**src/rtl/see_pkg.sv**
```systemverilog
package see_pkg;

  localparam int DATA_W          = 32;
  localparam int CMD_W           = 2;
  localparam int OPC_W           = 2;
  localparam int STATUS_W        = 2;
  localparam int STACK_DEPTH_DEF = 128;

  typedef enum logic [CMD_W-1:0] {
    CMD_PUSH   = 2'd0,
    CMD_APPLY  = 2'd1,
    CMD_FINISH = 2'd2
  } cmd_t;

  typedef enum logic [OPC_W-1:0] {
    OP_ADD = 2'd0,
    OP_SUB = 2'd1,
    OP_MUL = 2'd2,
    OP_DIV = 2'd3
  } op_t;

  typedef enum logic [STATUS_W-1:0] {
    ST_OK        = 2'd0,
    ST_OVERFLOW  = 2'd1,
    ST_UNDERFLOW = 2'd2,
    ST_DIVZERO   = 2'd3
  } status_t;

  typedef enum logic [2:0] {
    S_IDLE,
    S_RD_A,
    S_RD_B,
    S_WAIT,
    S_POP,
    S_DONE
  } seq_state_t;

  typedef enum logic [1:0] {
    ALU_IDLE,
    ALU_RUN,
    ALU_FIN
  } alu_state_t;

  typedef struct packed {
    logic              start;
    op_t               op;
    logic [DATA_W-1:0] a;
    logic [DATA_W-1:0] b;
  } alu_req_t;

  typedef struct packed {
    logic              done;
    logic [DATA_W-1:0] result;
  } alu_rsp_t;

endpackage

```
**src/rtl/see_if.sv**
```systemverilog
interface see_in_if import see_pkg::*; ();
  logic                     valid;
  logic                     ready;
  logic [CMD_W-1:0]         command;
  logic signed [DATA_W-1:0] operand_value;
  logic [OPC_W-1:0]         operator_code;

  modport source (output valid, output command, output operand_value,
                  output operator_code, input ready);
  modport sink   (input valid, input command, input operand_value,
                  input operator_code, output ready);
endinterface

interface see_out_if import see_pkg::*; ();
  logic                     valid;
  logic                     ready;
  logic signed [DATA_W-1:0] result_value;
  logic [STATUS_W-1:0]      status;

  modport source (output valid, output result_value, output status, input ready);
  modport sink   (input valid, input result_value, input status, output ready);
endinterface

```
**src/rtl/see_ram.sv**
```systemverilog
module see_ram #(
  parameter int WIDTH = 32,
  parameter int DEPTH = 128
) (
  input  logic                     clk,
  input  logic                     we,
  input  logic [$clog2(DEPTH)-1:0] waddr,
  input  logic [WIDTH-1:0]         wdata,
  input  logic [$clog2(DEPTH)-1:0] raddr,
  output logic [WIDTH-1:0]         rdata
);

  logic [WIDTH-1:0] mem [DEPTH];
  logic [WIDTH-1:0] rdata_r;

  always_ff @(posedge clk) begin
    if (we) begin
      mem[waddr] <= wdata;
    end
    rdata_r <= mem[raddr];
  end

  assign rdata = rdata_r;

endmodule

```
**src/rtl/see_alu.sv**
```systemverilog
module see_alu import see_pkg::*; (
  input  logic     clk,
  input  logic     rst_n,
  input  alu_req_t req,
  output alu_rsp_t rsp
);

  localparam int CNT_W = $clog2(DATA_W);

  alu_state_t        state_r, state_nxt;
  op_t               op_r, op_nxt;
  logic [DATA_W-1:0] acc_r, acc_nxt;
  logic [DATA_W-1:0] q_r, q_nxt;
  logic [DATA_W-1:0] d_r, d_nxt;
  logic              neg_r, neg_nxt;
  logic [CNT_W-1:0]  cnt_r, cnt_nxt;

  logic [DATA_W:0]   opa, opb;
  logic              cin;
  logic [DATA_W+1:0] sum;
  logic              ge;
  logic [DATA_W-1:0] mag_a, mag_b;

  // shared adder: add, subtract, multiply step, divide step
  always_comb begin
    case (op_r)
      OP_ADD: begin
        opa = {1'b0, acc_r};
        opb = {1'b0, d_r};
        cin = 1'b0;
      end
      OP_SUB: begin
        opa = {1'b0, acc_r};
        opb = ~{1'b0, d_r};
        cin = 1'b1;
      end
      OP_MUL: begin
        opa = {1'b0, acc_r[DATA_W-2:0], 1'b0};
        opb = {1'b0, (q_r[DATA_W-1] ? d_r : '0)};
        cin = 1'b0;
      end
      default: begin
        opa = {acc_r, q_r[DATA_W-1]};
        opb = ~{1'b0, d_r};
        cin = 1'b1;
      end
    endcase
    sum = {1'b0, opa} + {1'b0, opb} + {{(DATA_W+1){1'b0}}, cin};
    ge  = sum[DATA_W+1];
  end

  assign mag_a = req.a[DATA_W-1] ? (~req.a + 1'b1) : req.a;
  assign mag_b = req.b[DATA_W-1] ? (~req.b + 1'b1) : req.b;

  always_comb begin
    state_nxt = state_r;
    op_nxt    = op_r;
    acc_nxt   = acc_r;
    q_nxt     = q_r;
    d_nxt     = d_r;
    neg_nxt   = neg_r;
    cnt_nxt   = cnt_r;
    case (state_r)
      ALU_IDLE: begin
        if (req.start) begin
          op_nxt    = req.op;
          neg_nxt   = req.a[DATA_W-1] ^ req.b[DATA_W-1];
          state_nxt = ALU_RUN;
          case (req.op)
            OP_MUL: begin
              acc_nxt = '0;
              q_nxt   = req.b;
              d_nxt   = req.a;
              cnt_nxt = CNT_W'(DATA_W - 1);
            end
            OP_DIV: begin
              acc_nxt = '0;
              q_nxt   = mag_a;
              d_nxt   = mag_b;
              cnt_nxt = CNT_W'(DATA_W - 1);
            end
            default: begin
              acc_nxt = req.a;
              d_nxt   = req.b;
              cnt_nxt = '0;
            end
          endcase
        end
      end
      ALU_RUN: begin
        case (op_r)
          OP_MUL: begin
            acc_nxt = sum[DATA_W-1:0];
            q_nxt   = {q_r[DATA_W-2:0], 1'b0};
          end
          OP_DIV: begin
            acc_nxt = ge ? sum[DATA_W-1:0] : {acc_r[DATA_W-2:0], q_r[DATA_W-1]};
            q_nxt   = {q_r[DATA_W-2:0], ge};
          end
          default: begin
            acc_nxt = sum[DATA_W-1:0];
          end
        endcase
        cnt_nxt = cnt_r - 1'b1;
        if (cnt_r == '0) begin
          state_nxt = ALU_FIN;
        end
      end
      ALU_FIN: begin
        state_nxt = ALU_IDLE;
      end
      default: begin
        state_nxt = ALU_IDLE;
      end
    endcase
  end

  always_ff @(posedge clk) begin
    if (!rst_n) begin
      state_r <= ALU_IDLE;
    end else begin
      state_r <= state_nxt;
    end
  end

  always_ff @(posedge clk) begin
    op_r  <= op_nxt;
    acc_r <= acc_nxt;
    q_r   <= q_nxt;
    d_r   <= d_nxt;
    neg_r <= neg_nxt;
    cnt_r <= cnt_nxt;
  end

  assign rsp.done   = (state_r == ALU_FIN);
  assign rsp.result = (op_r == OP_DIV) ? (neg_r ? (~q_r + 1'b1) : q_r) : acc_r;

endmodule

```
**src/rtl/stack_expression_evaluator_unit.sv**
```systemverilog
// channel  dir  payload                                  beat when
// in_ch    in   command, operand_value, operator_code    valid & ready
// out_ch   out  result_value, status                     valid & ready
//
// One item at a time; in_ch.ready is high only while the sequencer is idle.
// Push, unused command, underflow or sticky fault go straight to the hand-off;
// finish first reads the top entry; divide by zero stops after two stack reads.
// Arithmetic runs two stack reads, the shared adder loop (radix-2, 32 steps for
// multiply/divide), the write-back and the result hand-off.
// A full result register holds the sequencer until out_ch takes the beat.
// Reset (rst_n low, synchronous) empties the stack and clears the fault.
module stack_expression_evaluator_unit import see_pkg::*; #(
  parameter int STACK_DEPTH = STACK_DEPTH_DEF
) (
  input  logic        clk,
  input  logic        rst_n,
  see_in_if.sink      in_ch,
  see_out_if.source   out_ch
);

  localparam int AW = $clog2(STACK_DEPTH);
  localparam int CW = $clog2(STACK_DEPTH + 1);

  seq_state_t        state_r, state_nxt;
  logic [CW-1:0]     count_r, count_nxt;
  status_t           sticky_r, sticky_nxt;
  status_t           status_r, status_nxt;
  op_t               op_r, op_nxt;
  logic [DATA_W-1:0] a_r, a_nxt;
  logic [DATA_W-1:0] res_r, res_nxt;
  logic              out_valid_r, out_valid_nxt;
  logic [DATA_W-1:0] out_res_r, out_res_nxt;
  status_t           out_status_r, out_status_nxt;

  logic              accept;
  logic              ram_we;
  logic [AW-1:0]     ram_waddr, ram_raddr;
  logic [DATA_W-1:0] ram_wdata, ram_rdata;
  alu_req_t          alu_req;
  alu_rsp_t          alu_rsp;

  see_ram #(
    .WIDTH (DATA_W),
    .DEPTH (STACK_DEPTH)
  ) u_stack (
    .clk   (clk),
    .we    (ram_we),
    .waddr (ram_waddr),
    .wdata (ram_wdata),
    .raddr (ram_raddr),
    .rdata (ram_rdata)
  );

  see_alu u_alu (
    .clk   (clk),
    .rst_n (rst_n),
    .req   (alu_req),
    .rsp   (alu_rsp)
  );

  assign in_ch.ready = (state_r == S_IDLE);
  assign accept      = in_ch.valid && in_ch.ready;

  always_comb begin
    state_nxt      = state_r;
    count_nxt      = count_r;
    sticky_nxt     = sticky_r;
    status_nxt     = status_r;
    op_nxt         = op_r;
    a_nxt          = a_r;
    res_nxt        = res_r;
    out_valid_nxt  = out_valid_r && !out_ch.ready;
    out_res_nxt    = out_res_r;
    out_status_nxt = out_status_r;
    ram_we         = 1'b0;
    ram_waddr      = count_r[AW-1:0];
    ram_wdata      = in_ch.operand_value;
    ram_raddr      = AW'(count_r - CW'(1));
    alu_req.start  = 1'b0;
    alu_req.op     = op_r;
    alu_req.a      = a_r;
    alu_req.b      = ram_rdata;

    case (state_r)
      S_IDLE: begin
        if (accept) begin
          res_nxt    = '0;
          status_nxt = ST_OK;
          op_nxt     = op_t'(in_ch.operator_code);
          state_nxt  = S_DONE;
          if (sticky_r != ST_OK) begin
            status_nxt = sticky_r;
          end else begin
            case (in_ch.command)
              CMD_PUSH: begin
                if (count_r >= CW'(STACK_DEPTH)) begin
                  status_nxt = ST_OVERFLOW;
                end else begin
                  ram_we    = 1'b1;
                  count_nxt = count_r + CW'(1);
                  res_nxt   = in_ch.operand_value;
                end
              end
              CMD_APPLY: begin
                if (count_r < CW'(2)) begin
                  status_nxt = ST_UNDERFLOW;
                end else begin
                  state_nxt = S_RD_A;
                end
              end
              CMD_FINISH: begin
                if (count_r == '0) begin
                  status_nxt = ST_UNDERFLOW;
                end else begin
                  count_nxt = count_r - CW'(1);
                  state_nxt = S_POP;
                end
              end
              default: begin
              end
            endcase
          end
        end
      end
      S_RD_A: begin
        a_nxt     = ram_rdata;
        ram_raddr = AW'(count_r - CW'(2));
        state_nxt = S_RD_B;
      end
      S_RD_B: begin
        if (op_r == OP_DIV && ram_rdata == '0) begin
          status_nxt = ST_DIVZERO;
          state_nxt  = S_DONE;
        end else begin
          alu_req.start = 1'b1;
          state_nxt     = S_WAIT;
        end
      end
      S_WAIT: begin
        if (alu_rsp.done) begin
          res_nxt   = alu_rsp.result;
          ram_we    = 1'b1;
          ram_waddr = AW'(count_r - CW'(2));
          ram_wdata = alu_rsp.result;
          count_nxt = count_r - CW'(1);
          state_nxt = S_DONE;
        end
      end
      S_POP: begin
        res_nxt   = ram_rdata;
        state_nxt = S_DONE;
      end
      S_DONE: begin
        if (!out_valid_r || out_ch.ready) begin
          out_valid_nxt  = 1'b1;
          out_res_nxt    = res_r;
          out_status_nxt = status_r;
          if (status_r != ST_OK) begin
            sticky_nxt = status_r;
          end
          state_nxt = S_IDLE;
        end
      end
      default: begin
        state_nxt = S_IDLE;
      end
    endcase
  end

  always_ff @(posedge clk) begin
    if (!rst_n) begin
      state_r     <= S_IDLE;
      count_r     <= '0;
      sticky_r    <= ST_OK;
      out_valid_r <= 1'b0;
    end else begin
      state_r     <= state_nxt;
      count_r     <= count_nxt;
      sticky_r    <= sticky_nxt;
      out_valid_r <= out_valid_nxt;
    end
  end

  always_ff @(posedge clk) begin
    status_r     <= status_nxt;
    op_r         <= op_nxt;
    a_r          <= a_nxt;
    res_r        <= res_nxt;
    out_res_r    <= out_res_nxt;
    out_status_r <= out_status_nxt;
  end

  assign out_ch.valid        = out_valid_r;
  assign out_ch.result_value = out_res_r;
  assign out_ch.status       = out_status_r;

endmodule

```
**src/flat_wrapper.sv**
```systemverilog
// flat-port wrapper written by rule: the top's interface ports become plain ports
module stack_expression_evaluator_unit_flat import see_pkg::*;
#(
  parameter int STACK_DEPTH = STACK_DEPTH_DEF
)
  (clk, rst_n, in_ch_valid, in_ch_command, in_ch_operand_value, in_ch_operator_code, in_ch_ready, out_ch_valid, out_ch_result_value, out_ch_status, out_ch_ready);
  see_in_if in_ch_i ();
  see_out_if out_ch_i ();
  input  logic clk;
  input  logic rst_n;
  input wire logic [$bits(in_ch_i.valid)-1:0] in_ch_valid;
  input wire logic [$bits(in_ch_i.command)-1:0] in_ch_command;
  input wire logic [$bits(in_ch_i.operand_value)-1:0] in_ch_operand_value;
  input wire logic [$bits(in_ch_i.operator_code)-1:0] in_ch_operator_code;
  output wire logic [$bits(in_ch_i.ready)-1:0] in_ch_ready;
  output wire logic [$bits(out_ch_i.valid)-1:0] out_ch_valid;
  output wire logic [$bits(out_ch_i.result_value)-1:0] out_ch_result_value;
  output wire logic [$bits(out_ch_i.status)-1:0] out_ch_status;
  input wire logic [$bits(out_ch_i.ready)-1:0] out_ch_ready;
  assign in_ch_i.valid = in_ch_valid;
  assign in_ch_i.command = in_ch_command;
  assign in_ch_i.operand_value = in_ch_operand_value;
  assign in_ch_i.operator_code = in_ch_operator_code;
  assign in_ch_ready = in_ch_i.ready;
  assign out_ch_valid = out_ch_i.valid;
  assign out_ch_result_value = out_ch_i.result_value;
  assign out_ch_status = out_ch_i.status;
  assign out_ch_i.ready = out_ch_ready;
  stack_expression_evaluator_unit #(.STACK_DEPTH(STACK_DEPTH)) u_core (.clk(clk), .rst_n(rst_n), .in_ch(in_ch_i), .out_ch(out_ch_i));
endmodule
```
**config.mk**
```make
export PLATFORM = sky130hd
export DESIGN_NAME = stack_expression_evaluator_unit_flat
export DESIGN_NICKNAME = d
export VERILOG_FILES = /design/src/rtl/see_pkg.sv /design/src/rtl/see_if.sv /design/src/rtl/see_ram.sv /design/src/rtl/see_alu.sv /design/src/rtl/stack_expression_evaluator_unit.sv /design/src/flat_wrapper.sv
export SDC_FILE = /design/constraint.sdc
export NUM_CORES = 2
export LEC_CHECK = 0
export BUFFER_PORTS_ARGS = -buffer_cell sky130_fd_sc_hd__buf_2
export CAP_MARGIN = 20
export CORE_ASPECT_RATIO = 2
export CORE_MARGIN = 2
export CORE_UTILIZATION = 30
export CTS_CLUSTER_DIAMETER = 200
export DETAILED_ROUTE_END_ITERATION = 10
export PLACE_DENSITY = 0.52
export SKIP_LAST_GASP = 1
export SLEW_MARGIN = 20
export SYNTH_ARGS = -nofsm -noshare
export SYNTH_HDL_FRONTEND = slang
export SYNTH_SLANG_ARGS = --single-unit
```
**constraint.sdc**
```tcl
create_clock -name clk -period 25.7 [get_ports clk]
set_input_delay 2.57 -clock clk [delete_from_list [all_inputs] [get_ports clk]]
set_output_delay 2.57 -clock clk [all_outputs]
set_load 0.05 [all_outputs]
```
Yosys cells after proc, flatten, opt, wreduce, memory -nomap -nowiden
Memories as Yosys holds them, arrays and structs flattened. A register that Yosys moved wholly into a read port is not among the register bits.
Cells that the tools add are included.

operators by class
  reduce and logical (&&, ||, !) cells = 33
  equal/unequal tests = 26
  add/subtract/negate cells = 9
  muxes and demuxes = 71
  bitwise gates (word level) = 5
  magnitude comparators = 2

operator list
  kind                                            count
  two-way mux 32 bit                              17
  one-hot mux 32 bit (2 select lines)             5
  one-hot mux 33 bit (2 select lines)             2
  adder 32 x 1 -> 32 bit (second input constant)  3
  inverter 32 bit                                 3
  one-hot mux 32 bit (3 select lines)             1
  two-way mux 8 bit                               5
  adder 33 x 33 -> 34 bit                         1
  adder 34 x 1 -> 34 bit                          1
  inverter 32 -> 33 bit                           1
  logical NOT 32 bit                              1
  one-hot mux 8 bit (2 select lines)              2
  two-way mux 7 bit                               3
  two-way mux 3 bit                               6
  one-hot mux 3 bit (6 select lines)              1
  two-way mux 1 bit                               14
  two-way mux 2 bit                               7
  == test 2 bit (second input constant)           6
  AND reduction 3 bit                             4
  two-way mux 5 bit                               2
  one-hot mux 5 bit (2 select lines)              1
  AND reduction 2 bit                             5
  nonzero test 2 bit                              5
  != test 3 bit (second input constant)           3
  other kinds (30)                                47

word-level totals
  output and inout bits = 36
  bits in writable memories = 4096
  bits in registers = 222
  memories = 1
  logic and storage cells = 164
  bits of input ports = 40

memories
  memory              words  bits a word  rd ports  clocked after memory_dff  write ports  RTL line       text
  u_core.u_stack.mem  128    32           1         1                         1            see_ram.sv:13  logic [WIDTH-1:0] mem [DEPTH];

Logic depth before layout (Yosys ltp)
  depth in word-level cells = 8
  mapped depth = 17
  depth with buffers taken out = 15

By module
Synthesis repeated with hierarchy kept, for this count alone.

unflattened totals
  cell total of the unflattened synthesis = 7726
  area, all modules = 171804.8 µm²

by module, submodules not included
  module                           times used  seq. area each (µm²)  area an instance (µm²)  cells each
  see_ram                          1           123638.6              156276.1                5990
  see_alu                          1           3163.0                10217.3                 1278
  stack_expression_evaluator_unit  1           3343.2                5311.3                  458

Worst setup path after synthesis
No wires, ideal clock.

  path kind = register -> register
  start point = register u_core.u_alu.q_r[9]
  end point = memory u_core.u_stack.mem[0][22] (data pin)
  buffers on the path = 0
  library setup time = 1.197 ns
  data required time = 24.503 ns
  arrival = 7.173 ns
  setup slack = 17.331 ns
  cell stages (with the launch flop) = 10
  clock period less this slack = 8.369 ns
  path through = edfxtp_1 -> or4_1 -> nor4_1 -> nand3_1 -> or2_2 -> o21ai_0 -> xor2_1 -> nor2_1 -> a21oi_1 -> o21ai_0

between the ends
  longest elaborated chain between the ends = 6

ends and longest elaborated chain
  what                             RTL line                                text
  start: declaration               see_alu.sv:13                           logic [DATA_W-1:0] q_r, q_nxt;
  start signal: assignment         see_alu.sv:129                          q_r <= q_nxt;
  inverter 32 bit                  see_alu.sv:136                          assign rsp.result = (op_r == OP_DIV) ? (neg_r ? (~q_r + 1'b1) : q_r) : acc_r;
  adder 32 x 1 -> 32 bit           see_alu.sv:136
  two-way mux 32 bit (2 in a row)  see_alu.sv:136
  two-way mux 32 bit               stack_expression_evaluator_unit.sv:140  if (alu_rsp.done) begin
  two-way mux 32 bit               stack_expression_evaluator_unit.sv:84   case (state_r)
  via u_core.ram_wdata[22]         stack_expression_evaluator_unit.sv:38   logic [DATA_W-1:0] ram_wdata, ram_rdata;
  end: declaration                 see_ram.sv:13

The timed path passes the listed nets, and every way through them passes these cells.

Worst setup path after layout
  start point = register u_core.state_r[0]
  end point = register u_core.u_stack.rdata_r[23], in the netlist u_core.u_stack.rdata[23], read port of u_core.u_stack.mem

between the ends
  longest elaborated chain between the ends = 2

ends and longest elaborated chain
  what                      RTL line                                text
  start: declaration        stack_expression_evaluator_unit.sv:24   seq_state_t state_r, state_nxt;
  start signal: assignment  stack_expression_evaluator_unit.sv:177  state_r <= state_nxt;
  == test 3 x 1 -> 1 bit    stack_expression_evaluator_unit.sv:84
  two-way mux 7 bit         stack_expression_evaluator_unit.sv:84
  end: declaration          see_ram.sv:14                           logic [WIDTH-1:0] rdata_r;

No other way between the ends.
A chain may end at the register's enable or synchronous reset.

==> results.toml <==
[power_and_ir_drop]
irDropWorstVdd_v = 0.00009605
fin_total_pwr_mw = 21.56
power_leakage_nw = 63.19
powerDensity_nw_per_um2 = 104.6

[timing]
relSlewSlack_pct = 15.05
period_minus_slack_ns = 7.465
setup_violations = 0
hold_violations = 0
period_share_pct = 29.05
slew_violations = 0
rsz0062_at_grt = "false"
hold_slack_ns = 0.4197
fmax_ghz = 0.1340
setup_tns_ns = 0
worst_clock_skew_ns = 0.09575
worst_pin_slew_ns = 1.269

[floorplan]
start_util_pct = 30.07
dieHeight_um = 1102
fp.dieW_um = 552.8
dieArea_um2 = 609000
coreArea_um2 = 601000
ios = 76
num_rows = 403

[placed_design]
io_buffers = 75
dp_hpwl_um = 410000
place.gp.congestion = 0.8802

[worst_setup_path]
critPathBufInv = 6
cp_common_cell = "buf_4"
crit_path_start_kind = "flop"
critical_path_class = "reg -> reg"
cp.arrival_ns = 8.26
slowest_stage = "buf_4"
worstSetupEndpointType = "flop"
cp_max_fo = 81
worstPathCellList = "nor3b_4 -> buf_4 -> xnor2_4 -> buf_4 -> buf_12 -> buf_4 -> buf_4 -> buf_4 -> mux4_2 -> nand2_1 -> nand3_1 -> o2111ai_1 -> nand4_1"
critPathMaxStageDelay_ns = 0.77
critPathRequiredTime_ns = 26.49
cpLargestDelayFamily = "buffers and inverters"

[clock_network]
path_clk_slew_ns = 0.07
cts_tree = "done"
clockBufferDepth = 4
cts-root-buf = "clkbuf_16"
ctsHoldBuffers = 0
post_cts.repair.setup_buffers = 0
cts_sinks = 4350
cts_resized = 0
numCtsBuffers = 367
clk_latency_ns = 1.00
cts-htree-levels = 5

[worst_hold_path]
min_path_type = "reg -> reg"

[cells_and_area]
final_cell_mix = "4302 x edfxtp_1, 1198 x nand2_1, 981 x mux4_2, 823 x mux2i_1, 371 x buf_4"
finalNetCount = 10410
area_growth_pct = 14.07
final_common_cell = "edfxtp_1"
fillers = 56630
drive_gt1_share_pct = 21.74

[outcome]
violations = "DRC"
status = "complete, but fails checks"

[grt]
grt_max_degree = 105
grt_pass1_vias = 104100
overflow = 0
antenna_found_initial = 59
track_usage_pct = 20.17
grt_pass1_wl_um = 856900

[synthesis]
synthArstFlopShare_pct = 0
synthDistinctLibCells = 72
ys_warn_count = 0
synthCells = 10120
yosysSeqAreaShare_pct = 72.02
synth_edf_count = 4302
syn_area_um2 = 180700
synth_seq_cells = 4350
synth-main-ff-cell = "edfxtp_1"
synth_area_per_cell_um2 = 17.86
synth_nets = 10210

[drt]
wl_um = 630300
drtIter0Drc = 9942
viasPerCell = 5.362
via_count = 99790
wl_per_cell_um = 33.87
drcViolationCount = 1
ant_nets = 0
dr.pass1.iters = 11

[job]
maxCapViolCount = 0
-- logic make-up after synthesis --
kind of cell | Yosys count | share of synthesized area (%)
compound gates | 934 | 3.311
xor+xnor | 109 | 0.5407
buf+inv | 688 | 1.563
mux | 1842 | 17.02
flops | 4350 | 72.02
simple gates | 2150 | 5.207
fa+ha+maj | 48 | 0.3406
-- metrics by stage --
step,setup WS [ns],util (%),cells,cell area [µm²]
4_1_cts,18.03,34.26,18530,205900
5_1_grt,17.77,34.29,18600,206100
6_report,18.24,34.30,18610,206100
3_5_place_dp,18.09,32.18,17850,193400
3_3_place_gp,18.03,32.12,17830,193000
2_1_floorplan,17.33,-,10120,180700
-- cells in the mapped netlist, drive strengths merged, types with 33 or more instances --
master / instances / area [µm²]
a21oi: 216 / 1081
a31oi: 99 / 619.3
a32oi: 55 / 481.7
and3: 93 / 581.8
buf: 235 / 1124
clkbuf: 400 / 1501
dfxtp: 48 / 960.9
edfxtp: 4302 / 129200
ha: 46 / 575.6
inv: 53 / 198.9
mux2: 36 / 405.4
mux2i: 825 / 8258
mux4: 981 / 22090
nand2: 1227 / 4606
nand3: 267 / 1336
nand4: 78 / 488.0
nor2: 283 / 1062
nor4: 33 / 212.7
o21ai: 244 / 1221
o22ai: 38 / 237.7
xnor2: 39 / 356.6
xor2: 70 / 620.6
-- final cells by class --
class,instances,area [µm²],share of cell area [%]
Sequential cell,4350,130200,63.14
Multi-Input combinational cell,5083,49620,24.07
Tap cell,7897,9881,4.793
Clock buffer,436,9597,4.656
Timing Repair Buffer,469,3552,1.723
Clock inverter,246,2935,1.424
Inverter,53,201.4,0.09772
Antenna cell,76,190.2,0.09226
-- routing by layer --
layer	part of all wire, %	track usage (%)
met3	5.2	2.372
met2	53	36.75
met5	0.0054	0
met4	11	19.46
met1	31	19.55
-- sequential cells by signal, indices dropped and copies added (netlist names) --
signal / cells
u_core.status_r: 2
u_core.count_r: 8
u_core.u_alu.state_r: 2
u_core.u_alu.acc_r: 32
u_core.res_r: 32
u_core.state_r: 3
u_core.u_stack.mem: 4096
u_core.out_ch.valid: 1
u_core.out_ch.status: 2
u_core.out_ch.result_value: 32
u_core.u_alu.d_r: 32
u_core.u_alu.cnt_r: 5
u_core.u_alu.q_r: 32
u_core.a_r: 32
u_core.u_alu.neg_r: 1
u_core.sticky_r: 2
u_core.u_alu.op_r: 2
u_core.u_stack.rdata: 32
u_core.op_r: 2
-- final timing paths --
check	cells past startpoint	slack [ns]	end	startpoint
setup / recovery	13	18.24	u_core.u_stack.rdata[23]	u_core.state_r[0]
hold / removal	0	0.42	u_core.out_ch.result_value[27]	u_core.res_r[27]
setup reg to reg	13	18.24	u_core.u_stack.rdata[23]	u_core.state_r[0]
hold reg to reg	0	0.42	u_core.out_ch.result_value[27]	u_core.res_r[27]
-- power by group --
group          internal [mW]  switching, mW  total [mW]
clock network           3.23           2.71        5.93
registers               8.02          0.266        8.28
logic                   2.55           4.79        7.34
No activity file was read; power rests on OpenSTA's default activity.
